==> src/sv/sts_pkg.sv <==
// shared types and codes for the sorted table search block
`timescale 1ns / 1ps

package sts_pkg;

  // request codes carried by the command field
  localparam logic [0:0] CMD_LOAD   = 1'b0;
  localparam logic [0:0] CMD_LOOKUP = 1'b1;

  // operation strobes of the table port
  typedef struct packed {
    logic wr;
    logic rd;
  } mem_op_t;

endpackage

==> src/sv/sts_search.sv <==
// binary search sequencer, one table probe per cycle
`timescale 1ns / 1ps

module sts_search #(
  parameter int AW = 13,
  parameter int CW = 14,
  parameter int KW = 40
) (
  input  logic             clk,
  input  logic             rst,
  input  logic             start,
  input  logic [KW-1:0]    start_key,
  input  logic [CW-1:0]    start_count,
  input  logic [KW-1:0]    rd_data,
  output sts_pkg::mem_op_t op,
  output logic [AW-1:0]    addr,
  output logic             busy,
  output logic             res_valid,
  output logic             res_found,
  input  logic             res_take
);
  import sts_pkg::*;

  localparam logic [1:0] S_IDLE  = 2'd0;
  localparam logic [1:0] S_PROBE = 2'd1;
  localparam logic [1:0] S_DONE  = 2'd2;

  logic [1:0]    state, state_next;
  logic [CW-1:0] lo, lo_next;
  logic [CW-1:0] hi, hi_next;
  logic [AW-1:0] mid, mid_next;
  logic [KW-1:0] key, key_next;
  logic          found_r, found_r_next;

  logic [CW-1:0] cnt_m1;
  logic [CW-1:0] mid0;
  logic [CW-1:0] lo_n;
  logic [CW-1:0] hi_n;
  logic [CW:0]   span_sum;

  // range is [lo, hi) with hi exclusive
  always_comb begin
    state_next   = state;
    lo_next      = lo;
    hi_next      = hi;
    mid_next     = mid;
    key_next     = key;
    found_r_next = found_r;
    op           = '0;
    addr         = mid;
    cnt_m1       = start_count - CW'(1);
    mid0         = cnt_m1 >> 1;
    lo_n         = lo;
    hi_n         = hi;
    span_sum     = '0;
    unique case (state)
      S_IDLE: begin
        if (start) begin
          key_next = start_key;
          lo_next  = '0;
          hi_next  = start_count;
          if (start_count == '0) begin
            found_r_next = 1'b0;
            state_next   = S_DONE;
          end else begin
            op.rd      = 1'b1;
            addr       = mid0[AW-1:0];
            mid_next   = mid0[AW-1:0];
            state_next = S_PROBE;
          end
        end
      end
      S_PROBE: begin
        if (key == rd_data) begin
          found_r_next = 1'b1;
          state_next   = S_DONE;
        end else begin
          // narrow the range around the probed slot
          if (key < rd_data) begin
            hi_n = CW'(mid);
          end else begin
            lo_n = CW'(mid) + CW'(1);
          end
          lo_next = lo_n;
          hi_next = hi_n;
          if (lo_n < hi_n) begin
            span_sum = {1'b0, lo_n} + {1'b0, hi_n} - (CW+1)'(1);
            op.rd    = 1'b1;
            addr     = span_sum[AW:1];
            mid_next = span_sum[AW:1];
          end else begin
            found_r_next = 1'b0;
            state_next   = S_DONE;
          end
        end
      end
      S_DONE: begin
        if (res_take) begin
          state_next = S_IDLE;
        end
      end
      default: begin
        state_next = S_IDLE;
      end
    endcase
  end

  // control state
  always_ff @(posedge clk) begin
    if (rst) begin
      state <= S_IDLE;
    end else begin
      state <= state_next;
    end
  end

  // search registers
  always_ff @(posedge clk) begin
    lo      <= lo_next;
    hi      <= hi_next;
    mid     <= mid_next;
    key     <= key_next;
    found_r <= found_r_next;
  end

  assign busy      = (state != S_IDLE);
  assign res_valid = (state == S_DONE);
  assign res_found = found_r;

endmodule

==> config.mk <==
export PLATFORM = sky130hd
export DESIGN_NAME = sts_search
export DESIGN_NICKNAME = d
export VERILOG_FILES = /design/src/sv/sts_pkg.sv /design/src/sv/sts_search.sv
export SDC_FILE = /design/constraint.sdc
export NUM_CORES = 1
export LEC_CHECK = 0
export ABC_AREA = 1
export BUFFER_PORTS_ARGS = -buffer_cell sky130_fd_sc_hd__buf_4
export CAP_MARGIN = 25
export CORE_MARGIN = 2
export CORE_UTILIZATION = 57
export DETAILED_ROUTE_END_ITERATION = 7
export PLACE_DENSITY = 0.82
export SLEW_MARGIN = 5
export SYNTH_ARGS = -nofsm -noshare
export SYNTH_HDL_FRONTEND = slang
export SYNTH_SLANG_ARGS = --single-unit
==> constraint.sdc <==
create_clock -name clk -period 6 [get_ports clk]
set_input_delay 0.6 -clock clk [delete_from_list [all_inputs] [get_ports clk]]
set_output_delay 0.6 -clock clk [all_outputs]
set_load 0.005 [all_outputs]
==> qor.txt, run 1 <==
Final setup viols = 0
Inserted Diodes = 0
DRC = 0
Seq pwr share = 0.267
Crit Reg-Reg Startpoint = key[15]$_DFFE_PP_
async set-reset flop share out of synthesis = 0
Area after DPL = 7150 µm²
Crit. End Element = output port
Post-Syn Area = 6160 µm²
sequential share of the synthesized area = 0.385
WL/cell = 15.2 µm
area of the core = 10400 µm²
Final min period = 5600 ps
IR drop worst, VDD = 0.249 mV
fin. max-slew vios = 0
die area = 11700 µm²
Switch Pwr = 1.50 mW
CP max FO = 25
post-route ant nets = 0
CTS tree = yes
worst reg-to-reg path cell count = 27
combinational power share = 0.608
Area Overhead vs Synth = 19.3%
dpl ws = 386 ps
largest net degree at the start of global routing = 43
Hold Buf Count CTS = 0
initial antenna violation count = 0
CTS clk-pin slew, worst paths = 90 ps
Leak = 3.58 nW
Worst Max-Slew Pin Slew = 940 ps
Cells after Synth = 760
clk root buf = clkbuf_8
Post-Synthesis Mean Instance Area = 8.10 µm²
drt pass-1 iters = 7
Final Hold Vio Count = 0
vias in the first global route = 5222
Reg2Reg Setup Slack = 1390 ps
fmax = 178 MHz
Int Pwr = 1.78 mW
DP HPWL = 11800 µm
number of library cell types mapped by synthesis = 38
Nets = 1048
worst hold start = rst
Power, Total = 3.28 mW
Fin Hold WS = 391 ps
fillers = 783
Worst EP required = 5400 ps
Critical Path Start = key[15]$_DFFE_PP_
startpoint types = flop
clock power share = 0.125
layout cells sized above 1 = 0.176
Main synth FF type = edfxtp_1
Worst Setup Slack, final = 397 ps
number of max-cap violations = 0
first-pass GRT wire length = 24300 µm
number of vias per cell = 5.41
CP dominant cell by count = nor2_1
slowest cell delay on critical path = 400 ps
Total Routing Usage GR = 0.267
H-tree depth = 3
Data arrival, critical path = 5000 ps
CTS Buf Count = 9
EDFF count, synth = 69
Slew HR = 0.371
unrepaired setup endpoints after global routing = no
number of synthesized register bits = 84
Setup crit end = addr[10]
sw frac = 0.457
fraction of the cycle the final worst path needs = 0.934
Crit-path slowest cell = clkinvlp_4
status = complete, no violations
syn nets = 938
Clock Skews = 19.6 ps
Worst-Skew Late Latency = 370 ps
IO buf count = 114
setup_tns = 0 ps
Starting Density = 0.591
RD Place Congestion = 0.964
Cell Pwr Density = 446 nW/µm²
fin area = 7350 µm²
r2r endpoint = mid[10]$_DFF_P_
via count = 5468
Die Y = 108 µm
worst hold path type = input port to flop
# IOs = 116
crit path kind = flop to output port
remaining global-route overflow = 0
Synth Warn # = 0
die width = 108 µm
clock sink count = 84
1st-iter DRT viols = 374
CTS Buffer Depth = 2
DRT Wirelength = 15400 µm
Site Rows = 37
[how the worst min path moves through the flow]
stage,endpoint,slack (ps),cells after the start
6_report,state[0]$_SDFFE_PP0P_,390,2
5_1_grt,state[0]$_SDFFE_PP0P_,380,2
4_1_cts,state[0]$_SDFFE_PP0P_,380,2
3_5_place_dp,mid[11]$_DFF_P_,500,2
3_3_place_gp,mid[11]$_DFF_P_,500,2
2_1_floorplan,mid[11]$_DFF_P_,490,2
[cells in the mapped netlist, types with 2 or more instances]
cell	n	area share
a211oi_1	2	0.0024
a21o_1	3	0.0037
a21oi_1	46	0.037
buf_2	2	0.0016
buf_6	3	0.0055
clkbuf_1	13	0.0079
dfxtp_1	15	0.049
edfxtp_1	69	0.34
ha_1	79	0.16
inv_1	130	0.079
nand2_1	150	0.091
nand2_2	3	0.0030
nand2_4	4	0.0073
nand3_1	60	0.049
nand3b_1	5	0.0061
nand4_1	2	0.0020
nor2_1	57	0.035
nor2_2	2	0.0020
nor3_1	8	0.0065
nor3_2	3	0.0049
nor4_1	2	0.0020
o211ai_1	2	0.0024
o21ai_0	60	0.049
o21ai_2	2	0.0028
xnor2_1	6	0.0085
xor2_1	20	0.028
[power by group through the flow]
stage	logic [mW]	clock network, mW	registers, mW
after floorplan	1.43	0	0.863
after global placement	1.89	0	0.881
after detailed placement	1.93	0	0.885
after CTS	1.95	0.418	0.872
after global routing	2.24	0.441	0.888
final	1.99	0.410	0.874
[what timing repair did]
| action | 4_1_cts | 5_1_grt |
|---|---|---|
| hold endpoints to repair | 0 | 0 |
| buffers inserted | 0 | 0 |
| resized for setup | 0 | 10 |
| setup endpoints to repair | 0 | 13 |
[critical path: cells and delay by family (launching register included)]
family	cells	cell delay, ps
AND/OR/NAND/NOR	16	1840
buffers and inverters	4	730
flip-flops	1	370
adder cells (fa/ha/maj)	4	1230
AO/OA/AOI/OAI	3	340
XOR/XNOR	1	150
[final cells by class]
class / instances / area (µm²) / area share
multi-input combinational: 526 / 3210 / 0.437
timing repair buffer: 118 / 906 / 0.123
clock inverter: 5 / 62.6 / 0.00851
tap: 136 / 170 / 0.0231
clock buffer: 11 / 131 / 0.0179
sequential: 84 / 2370 / 0.323
inverter: 131 / 499 / 0.0679
[routing by layer]
metal,routed length [µm],GRT usage
met4,278,0.0870
met3,1180,0.0410
met5,0,0
met2,7360,0.466
met1,6570,0.341
[layout by cell type (no fill, tap or decap), drive strengths merged, types with 5 or more instances in the layout]
cell    synthesis  layout
a21oi          46      46
buf             6     118
clkbuf         13      11
dfxtp          15      15
edfxtp         69      69
ha             79      79
inv           131     130
nand2         157     157
nand3          60      60
nand3b          5       5
nor2           60      60
nor3           11      11
o21ai          62      62
xnor2           6       6
xor2           20      20
[per-stage QoR]
step	std cells	utilization
after floorplan	760	-
after global placement	994	0.683
after detailed placement	995	0.686
after CTS	1011	0.705
after global routing	1011	0.706
final	1011	0.706
[sequential cells by signal, indices dropped and copies added, names as in the netlist]
| register | flops |
|---|---|
| state | 2 |
| lo | 14 |
| hi | 14 |
| res_found | 1 |
| key | 40 |
| mid | 13 |
[kinds of logic after synthesis]
logic type               after synthesis  synth area share
buffers and inverters                150            0.0961
AND/OR/NAND/NOR                      300             0.215
XOR/XNOR                              26            0.0370
AO/OA/AOI/OAI                        119             0.103
other                                  1          0.000609
flip-flops                            84             0.385
adder cells (fa/ha/maj)               80             0.164
(Power assumes the default switching activity.)
==> inputs of run 2 (changes only) <==
--- a/config.mk
+++ b/config.mk
@@ -5,13 +5,12 @@
 export SDC_FILE = /design/constraint.sdc
 export NUM_CORES = 1
 export LEC_CHECK = 0
-export ABC_AREA = 1
 export BUFFER_PORTS_ARGS = -buffer_cell sky130_fd_sc_hd__buf_4
 export CAP_MARGIN = 25
 export CORE_MARGIN = 2
-export CORE_UTILIZATION = 57
+export CORE_UTILIZATION = 56
 export DETAILED_ROUTE_END_ITERATION = 7
-export PLACE_DENSITY = 0.82
+export PLACE_DENSITY = 0.81
 export SLEW_MARGIN = 5
 export SYNTH_ARGS = -nofsm -noshare
 export SYNTH_HDL_FRONTEND = slang
==> run 2 against run 1 <==
  * The flow now finishes with violations (negative setup slack)
  * Non-clock buffer count grew 35
  * Wire length grew 8.9%
  * Design area is 6.5% higher
  * Area after synthesis decreased by 5.0%
  * Register-to-register slack worse by 510 ps
  * Combinational power rose by 66%
  * Clock power up 26%
  * Cell count fell by 12%
  * Via count decreased by 4.2%
  * Die area decreased by 3.2%
  * Clock skew shrank 7.3 ps
  * Critical endpoint is now addr[0]
==> qor.txt, run 2 <==
status = finished, violations left
failing checks = negative setup slack
Hold EP = state[1]$_SDFFE_PP0P_
CTS Buf Count = 9
Power, Total = 4.88 mW
drt pass-1 iters = 5
Crit. End Element = output port
Die Y = 106 µm
Cell Pwr Density = 623 nW/µm²
# IOs = 116
Seq pwr share = 0.217
combinational power share = 0.677
crit path kind = flop to output port
Crit Reg-Reg Startpoint = key[22]$_DFFE_PP_
Metal-1 WL = 6480 µm
count leader, synth = ha_1
die area = 11300 µm²
DR top layer = met4
Worst-Skew Late Latency = 370 ps
first-pass GRT wire length = 24400 µm
fmax = 166 MHz
Final setup viols = 3
DRC = 0
RD Place Congestion = 0.914
Fin Hold WS = 376 ps
Compound-Gate Fraction of Synth Area = 0.136
CTS Buffer Depth = 2
startpoint types = flop
routed wl met2 = 8160 µm
most common cell after layout, fill and taps aside = buf_4
CP max FO = 13
Final Hold Vio Count = 0
post-synthesis xor/xnor area fraction = 0.0434
Hold Buf Count CTS = 0
Synth Warn # = 0
Data arrival, critical path = 5410 ps
sequential share of the synthesized area = 0.405
sw frac = 0.450
Post-Synthesis Mean Instance Area = 9.64 µm²
die width = 106 µm
via count = 5240
Clock Skews = 12.3 ps
register bank with the most flops = key
largest family of logic cells by synthesized area = adder cells
Nets = 931
Leak = 3.53 nW
clock sink count = 84
CTS tree = yes
Inst Count DP = 870
post-route ant nets = 0
clock power share = 0.106
r2r endpoint = mid[0]$_DFF_P_
mux contribution to synthesized area = 0.0361
H-tree depth = 3
Worst Max-Slew Pin Slew = 855 ps
worst reg-to-reg path cell count = 22
DRT Wirelength = 16800 µm
WL/cell = 18.8 µm
vias in the first global route = 5196
cell accounting for the most synthesized area = edfxtp_1
Starting Density = 0.572
Slew HR = 0.430
Area Overhead vs Synth = 33.7%
remaining global-route overflow = 0
post-route insts no fill = 894
met3 WL = 1430 µm
largest registers = key x40, hi x14, lo x14
Int Pwr = 2.68 mW
async set-reset flop share out of synthesis = 0
DP HPWL = 11600 µm
most frequent cells in the layout = buf_4 (145), inv_1 (74), edfxtp_1 (69), ha_1 (68), nor2_1 (58)
Final min period = 6010 ps
number of max-cap violations = 0
Cells after Synth = 607
Site Rows = 37
Total Routing Usage GR = 0.276
number of vias per cell = 5.86
largest net degree at the start of global routing = 41
worst hold start = rst
Post-Syn Area = 5850 µm²
Switch Pwr = 2.19 mW
area of the core = 10200 µm²
Synth top area share = 0.354
adder-cell area share of the yosys netlist = 0.172
clk root buf = clkbuf_8
IO buf count = 114
flip-flop count of the largest register after layout = 40
layout cells sized above 1 = 0.299
worst hold path type = input port to flop
hold path cells = 2
EDFF count, synth = 69
IR drop worst, VDD = 0.558 mV
Worst Setup Slack, final = -6.58 ps
number of library cell types mapped by synthesis = 57
Main synth FF type = edfxtp_1
Worst EP required = 5400 ps
number of synthesized register bits = 84
syn nets = 785
initial antenna violation count = 0
CTS clk-pin slew, worst paths = 100 ps
top cells by count, synth = ha_1 (79), inv_1 (77), edfxtp_1 (69), nor2_1 (62), nand2_1 (42)
ranking of synthesized cells by area = edfxtp_1 (35%), ha_1 (17%), dfxtp_1 (5.1%), inv_1 (4.9%), nor2_1 (4.0%)
Reg2Reg Setup Slack = 880 ps
fraction of the cycle the final worst path needs = 1.00
Synth Area in Simple Gates = 0.143
1st-iter DRT viols = 429
fin. max-slew vios = 0
Inserted Diodes = 0
## run 2: cell count changes in the layout (fill, tap and decap cells not counted), moves of 10 or more
cell      change
xor2_1       -10
o21ai_0      -22
nand2b_1     +10
xnor2_1      +13
inv_1        -54
a21oi_1      -21
mux2i_1      +12
ha_4         +10
ha_1         -11
nand3_1      -45
nand2_1     -108
buf_4        +28
## run 2: critical path, cell delays in order (launching register included)
cell and delay, ps:
edfxtp_1 450, ha_4 300, nand4_1 160, nor4_4 400
nand3_1 130, a21o_1 170, nor3b_2 150, buf_6 150
buf_12 150, buf_12 150, a21oi_2 160, inv_1 60
ha_1 370, o21a_1 150, a211oi_1 280, buf_4 190
o2111ai_2 130, or4b_4 570, o311a_4 160, buf_6 170
mux2i_1 140, o221ai_1 250, buf_4 170
## run 2: through the flow
step | setup WS (ps) | instance area, µm² | TNS [ps] | util
floorplan | 485 | 5850 | 0 | -
global placement | 68.3 | 7060 | 0 | 0.690
detailed placement | 15.5 | 7060 | 0 | 0.690
CTS | 2.64 | 7320 | 0 | 0.716
global route | -219 | 7830 | -2010 | 0.765
finish | -6.58 | 7830 | -12.8 | 0.765
## run 2: metal layers
| layer | GRT usage | up-vias |
|---|---|---|
| met2 | 0.467 | 295 |
| met5 | 0 | - |
| met4 | 0.135 | 0 |
| li1 | - | 2449 |
| met3 | 0.0638 | 59 |
| met1 | 0.329 | 2437 |
## run 2: worst max path at each step
stage / from / endpoint / slack, ps / cells past startpoint
6_report: key[22]$_DFFE_PP_ / addr[0] / -7 / 22
3_5_place_dp: rd_data[34] / addr[11] / 20 / 22
2_1_floorplan: rd_data[15] / addr[10] / 490 / 21
5_1_grt: key[22]$_DFFE_PP_ / addr[12] / -220 / 23
3_3_place_gp: rd_data[15] / addr[11] / 70 / 22
4_1_cts: key[15]$_DFFE_PP_ / addr[1] / 3 / 20
## run 2: kinds of logic (layout without fill, tap and decap cells)
| kind of cell | Yosys count | in the layout |
|---|---|---|
| AND/OR/NAND/NOR | 171 | 171 |
| AO/OA/AOI/OAI | 126 | 126 |
| buffers and inverters | 95 | 246 |
| flip-flops | 84 | 84 |
| adder cells (fa/ha/maj) | 80 | 80 |
| XOR/XNOR | 29 | 29 |
| multiplexers | 21 | 21 |
| other | 1 | 1 |
## run 2: power by group through the flow
stage	Clock (mW)	Combinational, mW	Sequential (mW)
after detailed placement	0	2.64	1.03
after CTS	0.518	2.68	1.02
after floorplan	0	1.80	0.959
final	0.517	3.30	1.06
after global routing	0.545	3.54	1.08
after global placement	0	2.57	1.02
## run 2: repair_timing
item | in CTS | in global routing
gates resized for setup | 4 | 71
setup endpoints to repair | 4 | 14
cloned | 0 | 3
pin swaps | 0 | 19
setup buffers | 0 | 5
## run 2: area by class of cell
class / instances / area [µm²]
multi-input cells: 428 / 3520
inverters: 77 / 289
flip-flops and latches: 84 / 2370
repair buffers: 153 / 1220
clock inverters: 7 / 128
clock buffers: 9 / 124
well taps: 136 / 170
fillers: 637 / 2410
==> inputs of run 3 (changes only) <==
--- a/config.mk
+++ b/config.mk
@@ -5,13 +5,13 @@
 export SDC_FILE = /design/constraint.sdc
 export NUM_CORES = 1
 export LEC_CHECK = 0
+export ABC_AREA = 1
 export BUFFER_PORTS_ARGS = -buffer_cell sky130_fd_sc_hd__buf_4
 export CAP_MARGIN = 25
 export CORE_MARGIN = 2
-export CORE_UTILIZATION = 56
+export CORE_UTILIZATION = 57
 export DETAILED_ROUTE_END_ITERATION = 7
-export PLACE_DENSITY = 0.81
-export SLEW_MARGIN = 5
+export PLACE_DENSITY = 0.82
 export SYNTH_ARGS = -nofsm -noshare
 export SYNTH_HDL_FRONTEND = slang
 export SYNTH_SLANG_ARGS = --single-unit
==> run 3 against run 2 <==
  * Count of clock-buffer cells in the layout increased by 2
  * Non-clock buffer count fell by 34
  * First-iteration DRC count decreased by 23%
  * Maximum frequency is 7.0% higher
  * Clock power is 21% lower
  * The flow now finishes without violations
  * Via count rose by 4.2%
  * Sequential power decreased by 18%
  * Global-route usage fell by 0.89 points
  * Total power shrank 33%
  * Sequential cell count stayed put
  * Register-to-register slack better by 500 ps
==> qor.txt, run 3 (synthesis gave the netlist of run 1 again) <==
fraction of the cycle the final worst path needs = 0.935
clock sink count = 84
Power, Total = 3.26 mW
# IOs = 116
die width = 108 µm
CTS clk-pin slew, worst paths = 90 ps
Crit. End Element = output port
vias in the first global route = 5353
area of the core = 10400 µm²
fmax = 178 MHz
crit path kind = flop to output port
worst hold start = rst
remaining global-route overflow = 0
CP dominant cell by count = nor2_1
Final min period = 5610 ps
Hold EP = state[0]$_SDFFE_PP0P_
clk root buf = clkbuf_8
Total Routing Usage GR = 0.267
setup_tns = 0 ps
DRT Wirelength = 15400 µm
Site Rows = 37
die area = 11700 µm²
via count = 5460
hold path cells = 2
most frequent cells in the layout = nand2_1 (150), inv_1 (129), buf_4 (117), ha_1 (79), edfxtp_1 (69)
CTS tree = yes
register bank with the most flops = key
cell family with most CP delay = simple AND/OR/NAND/NOR gates
number of vias per cell = 5.39
worst reg-to-reg path cell count = 25
r2r endpoint = mid[11]$_DFF_P_
Data arrival, critical path = 5010 ps
fin. max-slew vios = 0
WL/cell = 15.2 µm
Cell Pwr Density = 444 nW/µm²
CTS Buf Count = 9
largest net degree at the start of global routing = 43
Die Y = 108 µm
worst hold path type = input port to flop
CTS Buffer Depth = 2
grt met3 use = 0.0325
CP max FO = 28
Buf/Inv on CP = 4
drt pass-1 iters = 5
initial antenna violation count = 0
status = complete, no violations
most common cell after layout, fill and taps aside = nand2_1
number of max-cap violations = 0
Worst-Skew Late Latency = 370 ps
unrepaired setup endpoints after global routing = no
Reg2Reg Setup Slack = 1380 ps
slowest cell delay on critical path = 380 ps
GR Layer Usage met1 = 0.344
Crit Reg-Reg Startpoint = key[15]$_DFFE_PP_
Final setup viols = 0
Area Overhead vs Synth = 19.5%
RD Place Congestion = 0.964
GRT Max-Usage Layer = met2
Clock Skews = 15.6 ps
Worst EP required = 5400 ps
IR drop worst, VDD = 0.290 mV
Worst Setup Slack, final = 388 ps
DP HPWL = 11700 µm
Leak = 3.59 nW
DRC = 0
Starting Density = 0.591
Critical Path Start = key[15]$_DFFE_PP_
Crit-path slowest cell = edfxtp_1
largest registers = key x40, hi x14, lo x14
Fin Hold WS = 389 ps
Slew HR = 0.382
H-tree depth = 3
post-route ant nets = 0
first-pass GRT wire length = 24400 µm
Worst Max-Slew Pin Slew = 923 ps
layout cells sized above 1 = 0.177
startpoint types = flop
IO buf count = 114
1st-iter DRT viols = 329
Inserted Diodes = 0
dpl ws = 372 ps
flip-flop count of the largest register after layout = 40
Final Hold Vio Count = 0
Nets = 1050
met2 usage = 0.460
==> run 3: cell count changes in the layout (fill, tap and decap cells not counted), sizes merged, moves of 11 or more <==
| cell | change |
|---|---|
| buf | -32 |
| inv | +50 |
| mux2i | -20 |
| nand2 | +115 |
| nand2b | -11 |
| nand3 | +45 |
| o21ai | +26 |
| xnor2 | -13 |
==> run 3: through the flow <==
stage | instance area (µm²) | cells | util
after detailed placement | 7140 | 995 | 0.685
after global routing | 7360 | 1013 | 0.706
after floorplan | 6160 | 760 | -
after global placement | 7120 | 994 | 0.683
final | 7360 | 1013 | 0.706
after CTS | 7330 | 1011 | 0.704
==> run 3: metal layers <==
layer | routed length, µm | vias to the layer above
met5 | 0 | -
met4 | 338 | 0
met3 | 1290 | 27
met2 | 7300 | 223
met1 | 6450 | 2488
li1 | - | 2722
==> run 3: what timing repair did <==
item,4_1_cts,5_1_grt
buffers inserted,0,1
gates resized for setup,0,7
setup endpoints to repair,0,13
hold buffers,0,0
==> run 3: worst max path at each step <==
stage,end,slack [ps],cells past startpoint
floorplan,addr[10],1220,28
global placement,addr[10],430,28
detailed placement,addr[10],370,29
CTS,addr[10],210,27
global route,addr[10],50,28
finish,addr[11],390,26
==> run 3: layout make-up <==
| class | instances | area (µm²) |
|---|---|---|
| multi-input combinational | 526 | 3210 |
| fill | 783 | 3060 |
| sequential | 84 | 2370 |
| timing repair buffer | 119 | 910 |
| inverter | 131 | 495 |
| tap | 136 | 170 |
| clock buffer | 11 | 131 |
| clock inverter | 5 | 62.6 |
| timing repair inverter | 1 | 7.51 |
==> run 3: power breakdown <==
part	total, mW	switching [mW]	internal (mW)
Clock	0.409	0.214	0.195
Sequential	0.874	0.0800	0.794
Combinational	1.98	1.20	0.785
